File: src/sv/lsd_pkg.sv
// ----------------------------------------------------------------------------
// lsd_pkg
// Shared widths, register indexes and reset values for the landmark
// smoothing and distance block.
// ----------------------------------------------------------------------------
package lsd_pkg;

    localparam int COORD_W    = 17;
    localparam int DIM_W      = 13;
    localparam int GAIN_W     = 17;
    localparam int RAD_W      = 16;
    localparam int PIX_W      = 13;
    localparam int AVG_W      = 21;
    localparam int GAP_W      = 17;
    localparam int CFG_IDX_W  = 2;
    localparam int CFG_DATA_W = 17;
    localparam int CNT_W      = 5;

    localparam int MAX_FRAME_DIM_DEF = 4096;

    // unit in Q1.16
    localparam logic [COORD_W-1:0] Q16_ONE = COORD_W'(65536);

    localparam logic [DIM_W-1:0]  RST_FRAME_WIDTH  = DIM_W'(640);
    localparam logic [DIM_W-1:0]  RST_FRAME_HEIGHT = DIM_W'(480);
    localparam logic [GAIN_W-1:0] RST_GAIN         = GAIN_W'(39322);
    localparam logic [RAD_W-1:0]  RST_RADIUS       = '0;

    // configuration register indexes
    localparam logic [CFG_IDX_W-1:0] REG_FRAME_WIDTH  = 2'd0;
    localparam logic [CFG_IDX_W-1:0] REG_FRAME_HEIGHT = 2'd1;
    localparam logic [CFG_IDX_W-1:0] REG_GAIN         = 2'd2;
    localparam logic [CFG_IDX_W-1:0] REG_RADIUS       = 2'd3;

    // action codes
    localparam logic ACT_SAMPLE = 1'b0;
    localparam logic ACT_CLEAR  = 1'b1;

    // last step indexes of the serial phases
    localparam logic [CNT_W-1:0] SCALE_LAST = CNT_W'(DIM_W - 1);
    localparam logic [CNT_W-1:0] MUL_LAST   = CNT_W'(17);
    localparam logic [CNT_W-1:0] ROOT_LAST  = CNT_W'(18);

endpackage

File: src/sv/lsd_sermul.sv
// ----------------------------------------------------------------------------
// lsd_sermul
// Bit-serial multiplier: signed multiplicand, unsigned multiplier taken one
// bit per cycle while i_step is high, most significant bit first.
// ----------------------------------------------------------------------------
module lsd_sermul #(
    parameter int A_W = 18,
    parameter int B_W = 13
) (
    input  logic                      i_clk,
    input  logic                      i_load,
    input  logic                      i_step,
    input  logic signed [A_W-1:0]     i_a,
    input  logic [B_W-1:0]            i_b,
    output logic signed [A_W+B_W-1:0] o_p
);

    localparam int P_W = A_W + B_W;

    logic signed [A_W-1:0] r_a;
    logic [B_W-1:0]        r_b;
    logic [P_W-1:0]        r_acc;
    logic [P_W-1:0]        w_add;

    assign w_add = r_b[B_W-1] ? {{B_W{r_a[A_W-1]}}, r_a} : '0;

    always_ff @(posedge i_clk) begin
        if (i_load) begin
            r_a   <= i_a;
            r_b   <= i_b;
            r_acc <= '0;
        end else if (i_step) begin
            r_b   <= {r_b[B_W-2:0], 1'b0};
            r_acc <= {r_acc[P_W-2:0], 1'b0} + w_add;
        end
    end

    assign o_p = $signed(r_acc);

endmodule

File: src/sv/lsd_isqrt.sv
// ----------------------------------------------------------------------------
// lsd_isqrt
// Serial integer square root, floor, one root bit per cycle while i_step is high.
// ----------------------------------------------------------------------------
module lsd_isqrt #(
    parameter int V_W = 36
) (
    input  logic               i_clk,
    input  logic               i_load,
    input  logic               i_step,
    input  logic [V_W-1:0]     i_v,
    output logic [V_W/2-1:0]   o_root
);

    localparam int R_W = V_W / 2;

    logic [V_W-1:0] r_v;
    logic [R_W:0]   r_rem;
    logic [R_W-1:0] r_root;
    logic [R_W+2:0] w_rem_sh;
    logic [R_W+2:0] w_trial;
    logic           w_fit;

    // bring down the next two bits and try root*4+1
    assign w_rem_sh = {r_rem, r_v[V_W-1 -: 2]};
    assign w_trial  = {1'b0, r_root, 2'b01};
    assign w_fit    = (w_rem_sh >= w_trial);

    always_ff @(posedge i_clk) begin
        if (i_load) begin
            r_v    <= i_v;
            r_rem  <= '0;
            r_root <= '0;
        end else if (i_step) begin
            r_v    <= {r_v[V_W-3:0], 2'b00};
            r_rem  <= w_fit ? (R_W+1)'(w_rem_sh - w_trial) : (R_W+1)'(w_rem_sh);
            r_root <= {r_root[R_W-2:0], w_fit};
        end
    end

    assign o_root = r_root;

endmodule

File: src/sv/landmark_smoothing_and_distance.sv
// ----------------------------------------------------------------------------
// landmark_smoothing_and_distance
// Scales four fingertip points to pixels, flags small middle-tip moves,
// smooths the middle tip and measures thumb-index and thumb-pinky gaps.
// ----------------------------------------------------------------------------
//  channel | handshake                  | payload
//  --------+----------------------------+-------------------------------------
//  config  | i_cfg_we                   | i_cfg_index, i_cfg_data
//  sample  | i_in_valid / o_in_stall    | i_action, i_thumb_x .. i_pinky_y
//  result  | o_out_valid / i_out_stall  | o_thumb_index_gap .. o_filtered_y
//
// a sample beat runs from acceptance through bit-serial pixel scaling, serial
// squaring and blending, the bit-serial square root and a hand-off state into
// the output register; the next beat is taken in the idle state after that.
// a clear beat is taken in the idle state and gives no result.
// synchronous active-low reset restores the register defaults and history.
// a waiting result holds the block in hand-off; the next beat is taken once
// the result has moved to the output register.
// ----------------------------------------------------------------------------
module landmark_smoothing_and_distance #(
    parameter int MAX_FRAME_DIM = lsd_pkg::MAX_FRAME_DIM_DEF
) (
    input  logic                              i_clk,
    input  logic                              i_rst_n,
    input  logic                              i_cfg_we,
    input  logic [lsd_pkg::CFG_IDX_W-1:0]     i_cfg_index,
    input  logic [lsd_pkg::CFG_DATA_W-1:0]    i_cfg_data,
    input  logic                              i_in_valid,
    output logic                              o_in_stall,
    input  logic                              i_action,
    input  logic [lsd_pkg::COORD_W-1:0]       i_thumb_x,
    input  logic [lsd_pkg::COORD_W-1:0]       i_thumb_y,
    input  logic [lsd_pkg::COORD_W-1:0]       i_index_x,
    input  logic [lsd_pkg::COORD_W-1:0]       i_index_y,
    input  logic [lsd_pkg::COORD_W-1:0]       i_middle_x,
    input  logic [lsd_pkg::COORD_W-1:0]       i_middle_y,
    input  logic [lsd_pkg::COORD_W-1:0]       i_pinky_x,
    input  logic [lsd_pkg::COORD_W-1:0]       i_pinky_y,
    output logic                              o_out_valid,
    input  logic                              i_out_stall,
    output logic [lsd_pkg::GAP_W-1:0]         o_thumb_index_gap,
    output logic [lsd_pkg::GAP_W-1:0]         o_thumb_pinky_gap,
    output logic                              o_in_dead_zone,
    output logic [lsd_pkg::AVG_W-1:0]         o_filtered_x,
    output logic [lsd_pkg::AVG_W-1:0]         o_filtered_y
);

    localparam int CW  = lsd_pkg::COORD_W;
    localparam int DW  = lsd_pkg::DIM_W;
    localparam int PW  = lsd_pkg::PIX_W;
    localparam int AW  = lsd_pkg::AVG_W;
    localparam int GW  = lsd_pkg::GAIN_W;
    localparam int RW  = lsd_pkg::RAD_W;
    localparam int SQ_A = PW + 1;
    localparam int SQ_P = SQ_A + 17;
    localparam int BL_A = AW + 1;
    localparam int BL_P = BL_A + GW;
    localparam int RR_P = 2 * (RW + 1);
    localparam int SC_P = CW + 1 + DW;
    localparam int V_W  = 36;

    typedef enum logic [2:0] {
        ST_IDLE,
        ST_SCALE,
        ST_MUL,
        ST_ROOT,
        ST_HOLD
    } t_state;

    // configuration
    logic [DW-1:0] r_frame_width;
    logic [DW-1:0] r_frame_height;
    logic [GW-1:0] r_gain;
    logic [RW-1:0] r_radius;

    always_ff @(posedge i_clk) begin
        if (!i_rst_n) begin
            r_frame_width  <= lsd_pkg::RST_FRAME_WIDTH;
            r_frame_height <= lsd_pkg::RST_FRAME_HEIGHT;
            r_gain         <= lsd_pkg::RST_GAIN;
            r_radius       <= lsd_pkg::RST_RADIUS;
        end else if (i_cfg_we) begin
            case (i_cfg_index)
                lsd_pkg::REG_FRAME_WIDTH:  r_frame_width  <= i_cfg_data[DW-1:0];
                lsd_pkg::REG_FRAME_HEIGHT: r_frame_height <= i_cfg_data[DW-1:0];
                lsd_pkg::REG_GAIN:         r_gain         <= i_cfg_data[GW-1:0];
                lsd_pkg::REG_RADIUS:       r_radius       <= i_cfg_data[RW-1:0];
                default: ;
            endcase
        end
    end

    // control and history
    t_state                    r_state;
    logic [lsd_pkg::CNT_W-1:0] r_cnt;
    logic                      r_hist;
    logic [PW-1:0]             r_last_x;
    logic [PW-1:0]             r_last_y;
    logic [AW-1:0]             r_avg_x;
    logic [AW-1:0]             r_avg_y;
    logic                      r_dead;
    logic                      r_out_valid;
    logic [lsd_pkg::GAP_W-1:0] r_gap_ti;
    logic [lsd_pkg::GAP_W-1:0] r_gap_tp;
    logic                      r_out_dead;
    logic [AW-1:0]             r_out_x;
    logic [AW-1:0]             r_out_y;

    logic w_accept;
    logic w_out_free;

    assign w_accept   = i_in_valid && (r_state == ST_IDLE);
    assign w_out_free = !r_out_valid || !i_out_stall;

    // clamped frame size and gain
    logic [DW-1:0] w_dim_w;
    logic [DW-1:0] w_dim_h;
    logic [GW-1:0] w_gain;

    always_comb begin
        if (r_frame_width == '0) begin
            w_dim_w = DW'(1);
        end else if (32'(r_frame_width) > MAX_FRAME_DIM) begin
            w_dim_w = DW'(MAX_FRAME_DIM);
        end else begin
            w_dim_w = r_frame_width;
        end
        if (r_frame_height == '0) begin
            w_dim_h = DW'(1);
        end else if (32'(r_frame_height) > MAX_FRAME_DIM) begin
            w_dim_h = DW'(MAX_FRAME_DIM);
        end else begin
            w_dim_h = r_frame_height;
        end
        w_gain = (r_gain > lsd_pkg::Q16_ONE) ? lsd_pkg::Q16_ONE : r_gain;
    end

    // pixel scaling lanes: thumb, index, middle, pinky, x then y
    logic [CW-1:0]          w_coord [8];
    logic [PW-1:0]          w_pix   [8];
    logic signed [SC_P-1:0] w_sc_p  [8];

    assign w_coord[0] = i_thumb_x;
    assign w_coord[1] = i_thumb_y;
    assign w_coord[2] = i_index_x;
    assign w_coord[3] = i_index_y;
    assign w_coord[4] = i_middle_x;
    assign w_coord[5] = i_middle_y;
    assign w_coord[6] = i_pinky_x;
    assign w_coord[7] = i_pinky_y;

    logic w_sc_step;
    assign w_sc_step = (r_state == ST_SCALE);

    for (genvar gi = 0; gi < 8; gi++) begin : g_scale
        logic [CW-1:0] w_clamped;
        assign w_clamped = (w_coord[gi] > lsd_pkg::Q16_ONE) ? lsd_pkg::Q16_ONE
                                                             : w_coord[gi];
        lsd_sermul #(
            .A_W (CW + 1),
            .B_W (DW)
        ) u_scale (
            .i_clk  (i_clk),
            .i_load (w_accept),
            .i_step (w_sc_step),
            .i_a    ($signed({1'b0, w_clamped})),
            .i_b    ((gi % 2 == 0) ? w_dim_w : w_dim_h),
            .o_p    (w_sc_p[gi])
        );
        assign w_pix[gi] = w_sc_p[gi][PW+15:16];
    end

    // absolute differences for the three squared distances
    function automatic logic [PW-1:0] f_absdiff(input logic [PW-1:0] a,
                                                input logic [PW-1:0] b);
        return (a > b) ? (a - b) : (b - a);
    endfunction

    logic [PW-1:0] w_diff [6];
    assign w_diff[0] = f_absdiff(w_pix[0], w_pix[2]);
    assign w_diff[1] = f_absdiff(w_pix[1], w_pix[3]);
    assign w_diff[2] = f_absdiff(w_pix[0], w_pix[6]);
    assign w_diff[3] = f_absdiff(w_pix[1], w_pix[7]);
    assign w_diff[4] = f_absdiff(w_pix[4], r_last_x);
    assign w_diff[5] = f_absdiff(w_pix[5], r_last_y);

    logic w_mul_load;
    logic w_mul_step;
    assign w_mul_load = (r_state == ST_MUL) && (r_cnt == '0);
    assign w_mul_step = (r_state == ST_MUL) && (r_cnt != '0);

    logic signed [SQ_P-1:0] w_sq_p [6];

    for (genvar gi = 0; gi < 6; gi++) begin : g_square
        lsd_sermul #(
            .A_W (SQ_A),
            .B_W (17)
        ) u_square (
            .i_clk  (i_clk),
            .i_load (w_mul_load),
            .i_step (w_mul_step),
            .i_a    ($signed({1'b0, w_diff[gi]})),
            .i_b    ({4'b0000, w_diff[gi]}),
            .o_p    (w_sq_p[gi])
        );
    end

    // radius squared
    logic signed [RR_P-1:0] w_rr_p;

    lsd_sermul #(
        .A_W (RW + 1),
        .B_W (RW + 1)
    ) u_radius_sq (
        .i_clk  (i_clk),
        .i_load (w_mul_load),
        .i_step (w_mul_step),
        .i_a    ($signed({1'b0, r_radius})),
        .i_b    ({1'b0, r_radius}),
        .o_p    (w_rr_p)
    );

    // blend as prev + floor(g * (cur - prev) / 65536)
    logic signed [BL_A-1:0] w_dx_avg;
    logic signed [BL_A-1:0] w_dy_avg;
    logic signed [BL_P-1:0] w_bx_p;
    logic signed [BL_P-1:0] w_by_p;

    assign w_dx_avg = $signed({1'b0, w_pix[4], 8'h00}) - $signed({1'b0, r_avg_x});
    assign w_dy_avg = $signed({1'b0, w_pix[5], 8'h00}) - $signed({1'b0, r_avg_y});

    lsd_sermul #(
        .A_W (BL_A),
        .B_W (GW)
    ) u_blend_x (
        .i_clk  (i_clk),
        .i_load (w_mul_load),
        .i_step (w_mul_step),
        .i_a    (w_dx_avg),
        .i_b    (w_gain),
        .o_p    (w_bx_p)
    );

    lsd_sermul #(
        .A_W (BL_A),
        .B_W (GW)
    ) u_blend_y (
        .i_clk  (i_clk),
        .i_load (w_mul_load),
        .i_step (w_mul_step),
        .i_a    (w_dy_avg),
        .i_b    (w_gain),
        .o_p    (w_by_p)
    );

    logic [BL_P-17:0] w_new_x;
    logic [BL_P-17:0] w_new_y;
    assign w_new_x = (BL_P-16)'({2'b00, r_avg_x}) + w_bx_p[BL_P-1:16];
    assign w_new_y = (BL_P-16)'({2'b00, r_avg_y}) + w_by_p[BL_P-1:16];

    // sums of squares and dead-zone compare
    logic [2*PW:0] w_d2_ti;
    logic [2*PW:0] w_d2_tp;
    logic [2*PW:0] w_d2_m;
    logic          w_small_move;

    assign w_d2_ti = {1'b0, w_sq_p[0][2*PW-1:0]} + {1'b0, w_sq_p[1][2*PW-1:0]};
    assign w_d2_tp = {1'b0, w_sq_p[2][2*PW-1:0]} + {1'b0, w_sq_p[3][2*PW-1:0]};
    assign w_d2_m  = {1'b0, w_sq_p[4][2*PW-1:0]} + {1'b0, w_sq_p[5][2*PW-1:0]};
    assign w_small_move = {w_d2_m, 8'h00} < (2*PW+9)'(w_rr_p[2*RW-1:0]);

    // square roots of the two gaps, taken of the sums scaled by 256 for Q.4
    logic                w_root_load;
    logic                w_root_step;
    logic [V_W/2-1:0]    w_root_ti;
    logic [V_W/2-1:0]    w_root_tp;

    assign w_root_load = (r_state == ST_ROOT) && (r_cnt == '0);
    assign w_root_step = (r_state == ST_ROOT) && (r_cnt != '0);

    lsd_isqrt #(
        .V_W (V_W)
    ) u_root_ti (
        .i_clk  (i_clk),
        .i_load (w_root_load),
        .i_step (w_root_step),
        .i_v    (V_W'({w_d2_ti, 8'h00})),
        .o_root (w_root_ti)
    );

    lsd_isqrt #(
        .V_W (V_W)
    ) u_root_tp (
        .i_clk  (i_clk),
        .i_load (w_root_load),
        .i_step (w_root_step),
        .i_v    (V_W'({w_d2_tp, 8'h00})),
        .o_root (w_root_tp)
    );

    // sequencer, history and result register
    always_ff @(posedge i_clk) begin
        if (!i_rst_n) begin
            r_state     <= ST_IDLE;
            r_cnt       <= '0;
            r_hist      <= 1'b0;
            r_last_x    <= '0;
            r_last_y    <= '0;
            r_avg_x     <= '0;
            r_avg_y     <= '0;
            r_dead      <= 1'b0;
            r_out_valid <= 1'b0;
        end else begin
            // in hand-off the result register is reloaded below
            if (r_out_valid && !i_out_stall && (r_state != ST_HOLD)) begin
                r_out_valid <= 1'b0;
            end
            case (r_state)
                ST_IDLE: begin
                    r_cnt <= '0;
                    if (w_accept) begin
                        if (i_action == lsd_pkg::ACT_CLEAR) begin
                            r_hist   <= 1'b0;
                            r_last_x <= '0;
                            r_last_y <= '0;
                            r_avg_x  <= '0;
                            r_avg_y  <= '0;
                        end else begin
                            r_state <= ST_SCALE;
                        end
                    end
                end
                ST_SCALE: begin
                    if (r_cnt == lsd_pkg::SCALE_LAST) begin
                        r_cnt   <= '0;
                        r_state <= ST_MUL;
                    end else begin
                        r_cnt <= r_cnt + 1'b1;
                    end
                end
                ST_MUL: begin
                    if (r_cnt == lsd_pkg::MUL_LAST) begin
                        r_cnt   <= '0;
                        r_state <= ST_ROOT;
                    end else begin
                        r_cnt <= r_cnt + 1'b1;
                    end
                end
                ST_ROOT: begin
                    if (r_cnt == '0) begin
                        // products are final here: commit history
                        r_dead   <= r_hist && w_small_move;
                        if (r_hist) begin
                            r_avg_x <= w_new_x[AW-1:0];
                            r_avg_y <= w_new_y[AW-1:0];
                        end else begin
                            r_avg_x <= {w_pix[4], 8'h00};
                            r_avg_y <= {w_pix[5], 8'h00};
                        end
                        r_last_x <= w_pix[4];
                        r_last_y <= w_pix[5];
                        r_hist   <= 1'b1;
                    end
                    if (r_cnt == lsd_pkg::ROOT_LAST) begin
                        r_cnt   <= '0;
                        r_state <= ST_HOLD;
                    end else begin
                        r_cnt <= r_cnt + 1'b1;
                    end
                end
                ST_HOLD: begin
                    if (w_out_free) begin
                        r_out_valid <= 1'b1;
                        r_gap_ti    <= w_root_ti[lsd_pkg::GAP_W-1:0];
                        r_gap_tp    <= w_root_tp[lsd_pkg::GAP_W-1:0];
                        r_out_dead  <= r_dead;
                        r_out_x     <= r_avg_x;
                        r_out_y     <= r_avg_y;
                        r_state     <= ST_IDLE;
                    end
                end
                default: begin
                    r_state <= ST_IDLE;
                end
            endcase
        end
    end

    assign o_in_stall        = (r_state != ST_IDLE);
    assign o_out_valid       = r_out_valid;
    assign o_thumb_index_gap = r_gap_ti;
    assign o_thumb_pinky_gap = r_gap_tp;
    assign o_in_dead_zone    = r_out_dead;
    assign o_filtered_x      = r_out_x;
    assign o_filtered_y      = r_out_y;

endmodule
File: config.mk
export PLATFORM = sky130hd
export DESIGN_NAME = landmark_smoothing_and_distance
export DESIGN_NICKNAME = d
export VERILOG_FILES = /design/src/sv/lsd_pkg.sv /design/src/sv/lsd_sermul.sv /design/src/sv/lsd_isqrt.sv /design/src/sv/landmark_smoothing_and_distance.sv
export SDC_FILE = /design/constraint.sdc
export NUM_CORES = 2
export LEC_CHECK = 0
export ABC_AREA = 0
export CAP_MARGIN = 20
export CORE_ASPECT_RATIO = 2
export CORE_MARGIN = 4
export CORE_UTILIZATION = 60
export DETAILED_ROUTE_END_ITERATION = 8
export DONT_BUFFER_PORTS = 1
export PLACE_DENSITY = 0.76
export RECOVER_POWER = 50
export SYNTH_ARGS = -nofsm -noshare
export SYNTH_HDL_FRONTEND = slang
export SYNTH_SLANG_ARGS = --single-unit
File: constraint.sdc
create_clock -name i_clk -period 8.1 [get_ports i_clk]
set_input_delay 0.81 -clock i_clk [delete_from_list [all_inputs] [get_ports i_clk]]
set_output_delay 0.81 -clock i_clk [all_outputs]
set_load 0.02 [all_outputs]
==> flow_summary.toml <==
[clocking]
post_cts.repair.setup_buffers = 0
cts_tree = "yes"
cts-resized-gates = 0
cts_buffers = 113
clkSinkCount = 1275
root_buffer = "clkbuf_16"
htreeDepth = 3
clk_pin_slew_ns = 0.07
clk_latency_ns = 0.77
cts_hold_buffers = 0
cts_buffer_depth = 3

[sta]
slew-limit-headroom_pct = -149
tns_ns = 0
grt_setup_unrepaired = "no"
hold_viol_final = 0
setup_viol_count_final = 0
clock_skew_ns = 0.0403
worst_pin_slew_ns = 3.74
period_minus_slack_ns = 6.06
max_freq_mhz = 165
timing.final.crit_share_pct = 74.8
report.final.slew_viol_count = 466

[logic_synthesis]
ys_seq_area_share_pct = 40.7
netlist_area_mm2 = 0.0761
synthFlopType = "dfxtp_1"
synth-edff-count = 542
synth_top_area_share_pct = 21.4
synth_nets = 9024
avgSynthCellArea_um2 = 9.30
synth-async-reset-ratio_pct = 0
netlist_instances = 8180
yosysTopAreaCell = "edfxtp_1"
synth_warnings = 0
ys_ff_latch = 1275
synthDistinctLibCells = 101
synth_area_leaders = "edfxtp_1 21%, dfxtp_1 19%, ha_1 11%, nand2_1 5.0%, xnor2_1 4.6%"

[worst_setup_path]
timing.rr.end = "u_root_ti.r_v[8]"
r2r_slack_ns = 2.04
crit_fanout = 71
reg2reg_depth = 5
end_kind = "flip-flop"
cp_slowest_cell = "clkbuf_1"
crit_top_cell = "clkbuf_1"
r2r-start = "r_state[2]"
cp-start-kind = "flip-flop"
path_class = "reg2reg"
critPathMaxStageDelay_ns = 1.96
path_cells = "nand3b_1 -> clkbuf_1 -> inv_4 -> clkbuf_1 -> and3_1"
arrival_ns = 6.55
cp_data_required_time_ns = 8.59
critPathLaunch = "r_state[2]"

[routing]
route.detailed.drc = 0
postRouteAntennaNets = 0
num_vias = 59700
drtIter0Drc = 3567
routed_wl_mm = 187
dr.pass1.iters = 7
wl_per_cell_um = 19.1
viasPerCell = 6.09

[grt]
grtUsageMet2_pct = 53.0
grt.busiest_layer = "met2"
grt_pass1_wl_mm = 301
grt_pass1_vias = 60700
grt_max_degree = 195
grt_overflow = 0
antenna_found_initial = 2
grt_use_met3_pct = 3.55
grt.total_usage_pct = 27.5
grt_use_met1_pct = 27.5

[place]
place.port_buffers = 0
dp_cells = 9584
gp_congestion = 0.920
dp_hpwl_mm = 138

[hold_path]
hold_class = "in2reg"
min_from = "i_middle_x[16]"
min_path_cells = 0
hold-path-endpoint = "g_scale[4].u_scale.r_a[16]"

[layout]
finalNonFillerCells = 9805
nets = 8872
area_growth_pct = 6.95
layout-drive-gt1-share_pct = 4.31
multi_input_area_mm2 = 0.0423
ff_latch_area_mm2 = 0.0309
num-fill-cells = 10400

[floorplanning]
chipWidth_um = 260
core_area_mm2 = 0.126
rows = 184
dieArea_mm2 = 0.133
fp.dieH_um = 512
start_util_pct = 60.5
num_io_pins = 240

[run_status]
violations = "capacitance limit, slew limit"
outcome = "complete, but fails checks"

[power]
peakVddDrop_mv = 0.208
power_leakage_nw = 32.9
total_power_mw = 18.4
power_density_mw_per_mm2 = 226

[job]
maxCapViolations = 10
-- state kept, by name (all words and copies together) (netlist names), 28 cells and up --
| name | cells |
|---|---|
| g_square.u_square.r_a | 78 |
| u_blend_y.o_p | 37 |
| u_blend_x.o_p | 37 |
| u_root_tp.r_v | 28 |
| u_root_ti.r_v | 28 |
| u_radius_sq.o_p | 32 |
| g_scale.u_scale.r_a | 136 |
| g_square.u_square.r_b | 102 |
| g_square.u_square.o_p | 156 |
| g_scale.u_scale.o_p | 232 |
-- final cells by class --
type,count,area share [%]
well taps,1674,2.57
clock inverters,73,1.20
clock buffers,143,3.73
inverters,431,2.02
flip-flops and latches,1275,38.0
multi-input cells,6161,52.0
diodes,2,0.00615
repair buffers,46,0.435
-- through the flow --
stage          cell area [um^2]  setup slack (ns)  util, %  hold slack (ns)
2_1_floorplan             76100              1.70        -            0.408
3_3_place_gp              77300              3.57     61.5            0.413
3_5_place_dp              77400              3.50     61.6            0.415
4_1_cts                   81400              3.46     64.8           0.0779
5_1_grt                   81300              1.57     64.7           0.0988
6_report                  81300              2.04     64.7            0.132
-- worst max-delay path by stage --
stage / endpoint / slack [ns] / depth (start not counted)
after floorplan: g_square[0].u_square.r_a[0] / 1.70 / 10
after global placement: g_scale[1].u_scale.o_p[20] / 3.57 / 14
after detailed placement: g_scale[2].u_scale.o_p[28] / 3.50 / 14
after CTS: g_scale[2].u_scale.o_p[28] / 3.46 / 14
after global routing: u_root_tp.r_rem[11] / 1.57 / 6
final: u_root_ti.r_v[8] / 2.04 / 5
-- cell usage after synthesis, types with 40 or more instances --
cell	n
a21boi_0	77
xnor2_1	398
nand3_1	200
nor2b_1	290
a31oi_1	48
nor4_1	57
o21ai_0	550
nand2b_1	74
nand2_1	1010
o21a_1	53
a22oi_1	43
dfxtp_1	733
o21bai_1	59
and3_1	86
edfxtp_1	542
mux2i_1	48
nor3_1	141
and2_1	264
inv_1	431
o31ai_1	118
xor2_1	224
a211oi_1	40
ha_1	649
o22ai_1	147
clkbuf_1	263
a21o_1	226
nand4_1	50
nor2_1	292
a22o_1	75
a21oi_1	391
-- layout by cell type, fill, tap and decap left out, types with 27 or more instances in the layout --
master,count
nand2_1,1007
dfxtp_1,733
ha_1,649
o21ai_0,550
edfxtp_1,542
inv_1,426
xnor2_1,398
a21oi_1,390
nor2_1,291
nor2b_1,290
and2_1,262
a21o_1,226
xor2_1,224
nand3_1,200
o22ai_1,147
nor3_1,141
o31ai_1,117
clkbuf_16,115
and3_1,86
a21boi_0,77
a22o_1,75
nand2b_1,74
o21bai_1,59
nor4_1,57
o21a_1,53
nand4_1,50
a31oi_1,48
mux2i_1,48
a22oi_1,43
a211oi_1,40
or3_1,39
o211ai_1,37
mux2_2,37
fa_1,34
clkbuf_1,31
buf_4,31
a211o_1,27
-- layer usage --
metal,wire length [um],up-vias
met4,12700,0
met1,66600,28400
met3,7680,637
met5,0,-
li1,-,29000
met2,100000,1582
-- cells by family (layout without fill, tap and decap cells) --
family / after synthesis / count (layout) / share of synthesized area (%)
and+or+nand+nor: 2614 / 2614 / 16.9
AOI/OAI and AO/OA: 2155 / 2155 / 18.7
DFF: 1275 / 1275 / 40.7
buffers and inverters: 744 / 693 / 3.77
adders and majority gates: 683 / 683 / 11.6
xor gates and xnor gates: 622 / 622 / 7.16
muxes: 87 / 87 / 1.22
other: 0 / 2 / 0
-- worst max-delay path, delay by kind of cell (launching register included) --
family | cells | cell delay (ns)
AND/OR/NAND/NOR | 2 | 0.87
buffers and inverters | 3 | 4.16
flip-flops | 1 | 0.62
-- power breakdown --
group | leakage [nW] | internal (mW) | switching (mW)
Combinational | 19.9 | 1.86 | 2.72
Clock | 1.95 | 3.27 | 2.60
Sequential | 11.1 | 7.52 | 0.464
(Power assumes the default switching activity.)
